File: src/design/assert_macros.svh
// Assertion macros of the RRC matched filter, used by its top-level file.
`ifndef ASSERT_MACROS_SVH
`define ASSERT_MACROS_SVH

// Checks a property on every rising clock edge outside reset.
`define ASSERT_CLK(lbl, prop, msg) \
  lbl: assert property (@(posedge clk_i) disable iff (!rst_ni) (prop)) else $error(msg);

// Checks a property on every rising clock edge, reset included.
`define ASSERT_ALWAYS(lbl, prop, msg) \
  lbl: assert property (@(posedge clk_i) (prop)) else $error(msg);

`endif

File: src/design/rrcfir_pkg.sv
// Types, widths and tap table of the complex RRC matched filter.
`default_nettype none

package rrcfir_pkg;

  // Width of the partial sums: the sum of all tap magnitudes times full scale stays below 2^32.
  localparam int unsigned ACC_W = 34;
  localparam int unsigned BASE_TAPS = 32;

  typedef logic signed [ACC_W-1:0] acc_t;
  typedef logic signed [15:0] coef_t;

  typedef struct packed {
    logic signed [15:0] sample_i;
    logic signed [15:0] sample_q;
  } sample_t;

  typedef struct packed {
    logic signed [15:0] filtered_i;
    logic signed [15:0] filtered_q;
  } result_t;

  // Partial sums of both rails handed from one cell to the next.
  typedef struct packed {
    acc_t i;
    acc_t q;
  } acc_pair_t;

  // Q1.15 taps, each the floor of the real coefficient times 32768.
  localparam coef_t COEF_TABLE [BASE_TAPS] = '{
    -16'sd256,   16'sd127,   16'sd638,   16'sd766,
    -16'sd256,  -16'sd2560, -16'sd4863, -16'sd3841,
     16'sd2559,  16'sd12032, 16'sd20480, 16'sd24576,
     16'sd20480, 16'sd12032, 16'sd2559, -16'sd3841,
    -16'sd4863, -16'sd2560, -16'sd256,   16'sd766,
     16'sd638,   16'sd127,  -16'sd256,   16'sd0,
     16'sd127,   16'sd127,   16'sd0,     16'sd0,
     16'sd0,     16'sd0,     16'sd0,     16'sd0
  };

  // Taps beyond the base table are zero.
  function automatic coef_t rrc_coef(input int unsigned idx);
    coef_t c;
    c = '0;
    if (idx < BASE_TAPS) begin
      c = COEF_TABLE[idx[4:0]];
    end
    return c;
  endfunction

endpackage

`default_nettype wire

File: src/design/rrcfir_cell.sv
// One tap cell of the transposed filter chain, holding the partial sums of both rails.
`default_nettype none

module rrcfir_cell #(
  parameter int unsigned TAP_IDX = 1
) (
  input  wire logic                   clk_i,
  input  wire logic                   rst_ni,
  input  wire logic                   adv_i,
  input  wire rrcfir_pkg::sample_t    smp_i,
  input  wire rrcfir_pkg::acc_pair_t  psum_i,
  output      rrcfir_pkg::acc_pair_t  psum_o
);
  import rrcfir_pkg::*;

  localparam coef_t Coef = rrc_coef(TAP_IDX);

  logic signed [31:0] prod_i;
  logic signed [31:0] prod_q;
  acc_pair_t          psum_d;
  acc_pair_t          psum_q;

  assign prod_i = 32'(smp_i.sample_i) * 32'(Coef);
  assign prod_q = 32'(smp_i.sample_q) * 32'(Coef);

  // This tap's product joins the sum handed up from the older taps.
  always_comb begin
    psum_d.i = ACC_W'(prod_i) + psum_i.i;
    psum_d.q = ACC_W'(prod_q) + psum_i.q;
  end

  // Zero partial sums stand for an all-zero delay line.
  always_ff @(posedge clk_i or negedge rst_ni) begin
    if (!rst_ni) begin
      psum_q <= '0;
    end else if (adv_i) begin
      psum_q <= psum_d;
    end
  end

  assign psum_o = psum_q;

endmodule

`default_nettype wire

File: config.mk
export PLATFORM = sky130hd
export DESIGN_NAME = rrcfir_cell
export DESIGN_NICKNAME = d
export VERILOG_FILES = /design/src/design/assert_macros.svh /design/src/design/rrcfir_pkg.sv /design/src/design/rrcfir_cell.sv
export SDC_FILE = /design/constraint.sdc
export NUM_CORES = 1
export LEC_CHECK = 0
export ABC_CLOCK_PERIOD_IN_PS = 1200
export BUFFER_PORTS_ARGS = -buffer_cell sky130_fd_sc_hd__buf_2
export CAP_MARGIN = 30
export CORE_MARGIN = 4
export CORE_UTILIZATION = 30
export DETAILED_ROUTE_END_ITERATION = 7
export PLACE_DENSITY = 0.5
export SYNTH_ARGS = -nofsm -noshare
export SYNTH_HDL_FRONTEND = slang
export SYNTH_SLANG_ARGS = --single-unit
File: constraint.sdc
create_clock -name clk_i -period 1.2 [get_ports clk_i]
set_clock_uncertainty 0.05 [all_clocks]
set_input_delay 0.12 -clock clk_i [delete_from_list [all_inputs] [get_ports clk_i]]
set_output_delay 0.12 -clock clk_i [all_outputs]
set_load 0.005 [all_outputs]
==> results of run 1 <==
-- routing by layer --
metal	global-route usage (%)	share of wire (%)	up-vias	wire [um]
met5	0	0	-	0
met4	1.84	0.72	0	240
met3	3.55	5.7	18	1890
met2	24.0	48	151	15800
met1	19.6	46	5312	15300
li1	-	-	5296	-
-- power groups by stage --
stage | Combinational [mW] | Clock [mW] | Sequential (mW)
after floorplan | 27.7 | 0 | 4.27
after global placement | 43.4 | 0 | 4.38
after detailed placement | 43.6 | 0 | 4.38
after CTS | 53.9 | 2.82 | 4.38
after global routing | 64.7 | 2.91 | 4.55
final | 59.1 | 2.71 | 4.40
-- worst register-to-register path, stage by stage (launching register included) --
cell and delay (ns):
dfrtp_1 0.38, nor2b_1 0.13, a31oi_1 0.17, o311ai_2 0.13
-- synthesized netlist by cell type (all sizes together) (5+ instances only) --
library cell / number
a211oi: 6
a21o: 35
a21oi: 55
a31oi: 10
buf: 5
clkbuf: 18
dfrtp: 68
fa: 208
ha: 178
inv: 408
mux2: 47
nand2: 47
nand2b: 6
nand3: 15
nand4: 11
nor2: 48
nor2b: 11
nor3: 17
o211ai: 7
o21a: 11
o21ai: 29
o21bai: 6
o311ai: 7
o31ai: 7
or2: 21
or3: 6
xnor2: 46
xor2: 13
-- layout make-up --
cell class	instances	area [um2]
fill	4188	23700
multi-input combinational	896	11500
timing repair buffer	479	3750
sequential	68	1700
inverter	409	1570
tap	585	732
clock buffer	12	256
clock inverter	2	35.0
-- cells by family after synthesis --
group,share of synthesized area (%)
multiplexers,4.20
buffers and inverters,12.3
XOR/XNOR,3.92
AO/OA/AOI/OAI,10.5
AND/OR/NAND/NOR,7.61
flip-flops,12.9
adder cells (fa/ha/maj),48.5
-- timing repair --
action	4_1_cts	5_1_grt
endpoints found under the hold margin	68	0
resized for setup	297	99
hold buffers	1	0
pin swaps	166	124
buffers inserted	28	22
setup endpoints to repair	64	65
-- per-stage QoR --
stage | TNS [ns] | std cells | setup slack, ns | hold WS [ns]
6_report | -154.65 | 2451 | -2.92 | 0.0748
5_1_grt | -161.53 | 2451 | -3.01 | 0.0722
4_1_cts | -151.52 | 2434 | -2.86 | 0.0549
3_5_place_dp | -184.69 | 2394 | -3.42 | 0.120
3_3_place_gp | -183.44 | 2394 | -3.36 | 0.114
2_1_floorplan | -154.54 | 1396 | -2.96 | -0.226
-- how the worst max path moves through the flow --
stage                       to  slack, ns  cells after the start
global placement    psum_o[32]      -3.36                     19
detailed placement  psum_o[32]      -3.42                     19
global route        psum_o[33]      -3.01                     18
finish              psum_o[33]      -2.92                     17
floorplan           psum_o[33]      -2.96                     17
CTS                 psum_o[33]      -2.86                     18
==> flow_summary.json, run 1 <==
{
  "hold_path_class": "primary input to flip-flop",
  "cts_made_buffers": 9,
  "slowest_stage": "fa_1",
  "syn_to_final_growth_pct": 48.4,
  "hold_depth": 3,
  "drv_cap": 0,
  "num_io_pins": 171,
  "synth_largest_area_cell": "fa_1",
  "hold_path_end": "psum_o[34]",
  "grt_overflow": 0,
  "cp_data_arrival_time_ns": 4.30,
  "power_density_nw_per_um2": 3390,
  "die-area_um2": 47300,
  "placed_cell_area_um2": 17300,
  "failed_checks": "negative setup slack",
  "gp_congestion": 0.837,
  "worst_pin_slew_ns": 0.487,
  "critPathKind": "primary input to flip-flop",
  "die_y_um": 218,
  "critPathMaxStageDelay_ns": 0.55,
  "dpl.hpwl_um": 28100,
  "critPathCaptureType": "flip-flop",
  "ir_worst_vdd_mv": 1.99,
  "cp-startpoint": "smp_i[5]",
  "slew_headroom_pct": 66.7,
  "synthesis.area_um2": 13200,
  "post-route-util_pct": 45.2,
  "intPower_mw": 37.2,
  "clk_pin_slew_ns": 0.06,
  "startpoint_type": "primary input",
  "setup_ws_ns": -2.92,
  "antenna_cells": 0,
  "layout_commonest_cell": "inv_1",
  "die_w_um": 218,
  "cp.required_ns": 1.38,
  "maxSlewViolCount": 0,
  "comb_power_share_pct": 89.3,
  "synth_edf_count": 0,
  "crit_chain": "buf_12 -> fa_1 -> inv_2 -> fa_1 -> inv_1 -> fa_1 -> inv_1 -> fa_1 -> inv_2 -> ha_4 -> nand3_1 -> a21o_1 -> and2_4 -> a221o_2 -> a2111oi_4 -> or3_1 -> nand3_1",
  "synthTopCellsByArea": "fa_1, ha_1, dfrtp_1",
  "ys_seq_area_share_pct": 12.9,
  "setup-violations-final": 65,
  "grt_pass1_wl_um": 55900,
  "drive_above_1_share_pct": 43.8,
  "worst_r2r_endpoint": "psum_o[63]",
  "htreeDepth": 3,
  "ff2ff_path_depth": 3,
  "rows": 76,
  "worstReg2RegStart": "psum_o[63]",
  "insertion_delay_ns": 0.34,
  "finalHoldViolations": 0,
  "power.share.sequential_pct": 6.6,
  "worst_path_most_repeated_cell": "fa_1",
  "outcome": "finished, violations left",
  "ys_types": 65,
  "yosysWarnings": 0,
  "min_period_over_period_pct": 344,
  "cts_root_buffer": "clkbuf_16",
  "finalCriticalPeriod_ns": 4.12,
  "grt_pass1_vias": 11495,
  "synthesis.nets": 1885,
  "final_antenna_net_count": 0,
  "synth_top_area_share_pct": 31.6,
  "vias": 10777,
  "reg2reg_slack_ns": 0.21,
  "grt_antenna_before_repair": 0,
  "clk_path_buf_depth": 2,
  "wirelength_um": 33200,
  "nets": 2352,
  "post-route-drc-count": 0,
  "p_total_mw": 66.2,
  "start_util_pct": 30.4,
  "cts_tree": "yes",
  "grt_usage_pct": 14.4,
  "fp.coreArea_um2": 43300,
  "avgViaCountPerCell": 4.40,
  "async_flop_share_pct": 100,
  "rsz0062_at_grt": "true",
  "syn-instance-count": 1396,
  "firstDrtPassIters": 5,
  "critical_path.top_delay_family": "adder cells",
  "swShare_pct": 43.8,
  "crit_path_max_fanout": 5,
  "hp-start": "psum_i[34]",
  "largest_reg_flops": 68,
  "max_freq_ghz": 0.242,
  "fin_area_um2": 19500,
  "grt_start_max_net_pins": 69,
  "ys_ff_latch": 68,
  "most-common-layout-cells": "inv_1, buf_4, fa_1",
  "leakagePower_nw": 10.0,
  "cts.sinks": 68,
  "p_clk_share_pct": 4.1,
  "drt_iter0_drc": 342,
  "io_buffer_count": 170,
  "avgSynthCellArea_um2": 9.44,
  "netSwitchingPower_mw": 29.0,
  "wl_per_cell_um": 13.6,
  "synth_ff_type": "dfrtp_1",
  "cp.buffers_inverters": 5
}
(Power assumes the default switching activity.)
==> run 2: changes to the inputs <==
--- a/config.mk
+++ b/config.mk
@@ -12,6 +12,7 @@
 export CORE_UTILIZATION = 30
 export DETAILED_ROUTE_END_ITERATION = 7
 export PLACE_DENSITY = 0.5
+export REMOVE_ABC_BUFFERS = 1
 export SYNTH_ARGS = -nofsm -noshare
 export SYNTH_HDL_FRONTEND = slang
 export SYNTH_SLANG_ARGS = --single-unit
==> run 2 against run 1 <==
Net effect:
- the flow still finishes with violations (negative setup slack)
- hold slack gained 0.030 ns
- count of clock-buffer cells in the layout grew 1
- non-clock buffer count increased by 25
- maximum frequency fell by 1.5%
- worst setup slack worse by 0.062 ns
- first-iteration DRC count shrank 25%
==> flow_summary.json, run 2 (synthesized netlist as in run 1, its figures left out) <==
{
  "outcome": "finished, violations left",
  "failed_checks": "negative setup slack",
  "largest_reg_flops": 68,
  "clk_path_buf_depth": 2,
  "worst_r2r_endpoint": "psum_o[64]",
  "die_w_um": 218,
  "final_antenna_net_count": 0,
  "cts_made_buffers": 9,
  "rsz0062_at_grt": "true",
  "critPathMaxStageDelay_ns": 0.55,
  "critPathCaptureType": "flip-flop",
  "start_util_pct": 30.4,
  "ff2ff_path_depth": 3,
  "layout.cells.non_filler": 2477,
  "setup_ws_ns": -2.99,
  "critPathKind": "primary input to flip-flop",
  "grt_pass1_vias": 11892,
  "worst_pin_slew_ns": 0.791,
  "htreeDepth": 3,
  "wirelength_um": 34200,
  "io_buffer_count": 170,
  "dp.cells": 2414,
  "num_io_pins": 171,
  "avgViaCountPerCell": 4.40,
  "dpl.hpwl_um": 28000,
  "wl_per_cell_um": 13.8,
  "hold_path_class": "primary input to flip-flop",
  "drt_iter0_drc": 255,
  "crit_path_max_fanout": 3,
  "gp_congestion": 0.824,
  "firstDrtPassIters": 4,
  "worst_path_most_repeated_cell": "fa_1",
  "min_period_over_period_pct": 349,
  "slowest_stage": "fa_1",
  "setup-violations-final": 66,
  "maxSlewViolCount": 0,
  "slew_headroom_pct": 45.9,
  "grt_antenna_before_repair": 1,
  "hold_depth": 3,
  "syn_to_final_growth_pct": 49.9,
  "cts_root_buffer": "clkbuf_16",
  "layout_commonest_cell": "inv_1",
  "grt_overflow": 0,
  "hold_path_end": "psum_o[34]",
  "vias": 10901,
  "cts_tree": "yes",
  "grt_pass1_wl_um": 56900,
  "critical_path.top_delay_family": "adder cells",
  "hp-start": "psum_i[34]",
  "finalHoldViolations": 0,
  "die-area_um2": 47300,
  "finalCriticalPeriod_ns": 4.19,
  "fp.coreArea_um2": 43300,
  "insertion_delay_ns": 0.33,
  "antenna_cells": 0,
  "rows": 76,
  "cp_data_arrival_time_ns": 4.35,
  "drv_cap": 0,
  "nets": 2377,
  "post-route-drc-count": 0,
  "grt_start_max_net_pins": 39,
  "max_freq_ghz": 0.239,
  "most-common-layout-cells": "inv_1, buf_4, fa_1",
  "startpoint_type": "primary input",
  "cts.sinks": 68,
  "crit_chain": "buf_8 -> fa_1 -> inv_2 -> fa_1 -> inv_2 -> fa_1 -> inv_1 -> fa_1 -> inv_2 -> ha_4 -> buf_6 -> a21oi_4 -> o21ai_2 -> a32oi_2 -> a31oi_1 -> buf_4 -> o21ai_4 -> o21ai_4 -> a21o_1 -> a221o_1",
  "dp_slack_ns": -3.69,
  "worstReg2RegStart": "psum_o[64]",
  "die_y_um": 218,
  "grt_usage_pct": 14.5,
  "cp.buffers_inverters": 7,
  "drive_above_1_share_pct": 44.5,
  "hold_ws_ns": 0.104,
  "reg2reg_slack_ns": 0.26,
  "cp.required_ns": 1.36,
  "clk_pin_slew_ns": 0.05
}
## run 2: what timing repair did
item | in CTS | in global routing
endpoints found under the setup margin | 65 | 65
gates resized for setup | 377 | 141
pin swaps | 186 | 160
hold endpoints to repair | 68 | 0
buffers inserted | 34 | 29
hold buffers | 1 | 0
## run 2: layout make-up
class                   instances  area [um2]
fillers                      4167       23500
clock inverters                 2        10.0
inverters                     409        1570
multi-input cells             896       11500
flip-flops and latches         68        1700
clock buffers                  13         260
well taps                     585         732
repair buffers                504        3930
## run 2: how the worst max path moves through the flow
stage / cells after the start / slack, ns / from / to
6_report: 20 / -2.99 / smp_i[5] / psum_o[32]
2_1_floorplan: 17 / -3.13 / smp_i[15] / psum_o[33]
3_3_place_gp: 19 / -3.67 / smp_i[7] / psum_o[28]
4_1_cts: 18 / -3.05 / smp_i[9] / psum_o[33]
5_1_grt: 21 / -3.14 / smp_i[9] / psum_o[30]
3_5_place_dp: 19 / -3.69 / smp_i[7] / psum_o[32]
## run 2: per-layer routing
| metal | global-route usage (%) | wire length (um) | up-vias |
|---|---|---|---|
| met1 | 19.6 | 15400 | 5394 |
| met5 | 0 | 13 | - |
| met4 | 1.23 | 164 | 2 |
| met3 | 3.61 | 1880 | 20 |
| met2 | 24.7 | 16700 | 151 |
| li1 | - | - | 5334 |
## run 2: per-stage QoR
step	setup TNS [ns]	area, um2	utilization (%)
floorplan	-161.56	13100	-
global placement	-192.75	16900	39.1
detailed placement	-194.12	16900	39.1
CTS	-156.78	19000	43.9
global route	-164.35	19700	45.6
finish	-156.97	19700	45.6
## run 2: worst min-delay path: stages
cell	delay, ns
buf_2	0.09
ha_1	0.11
mux2_2	0.13
Power of run 2 is left out: the tool's default activity adds up to more than one toggle a clock period on the data nets, which glitch-free logic cannot reach.
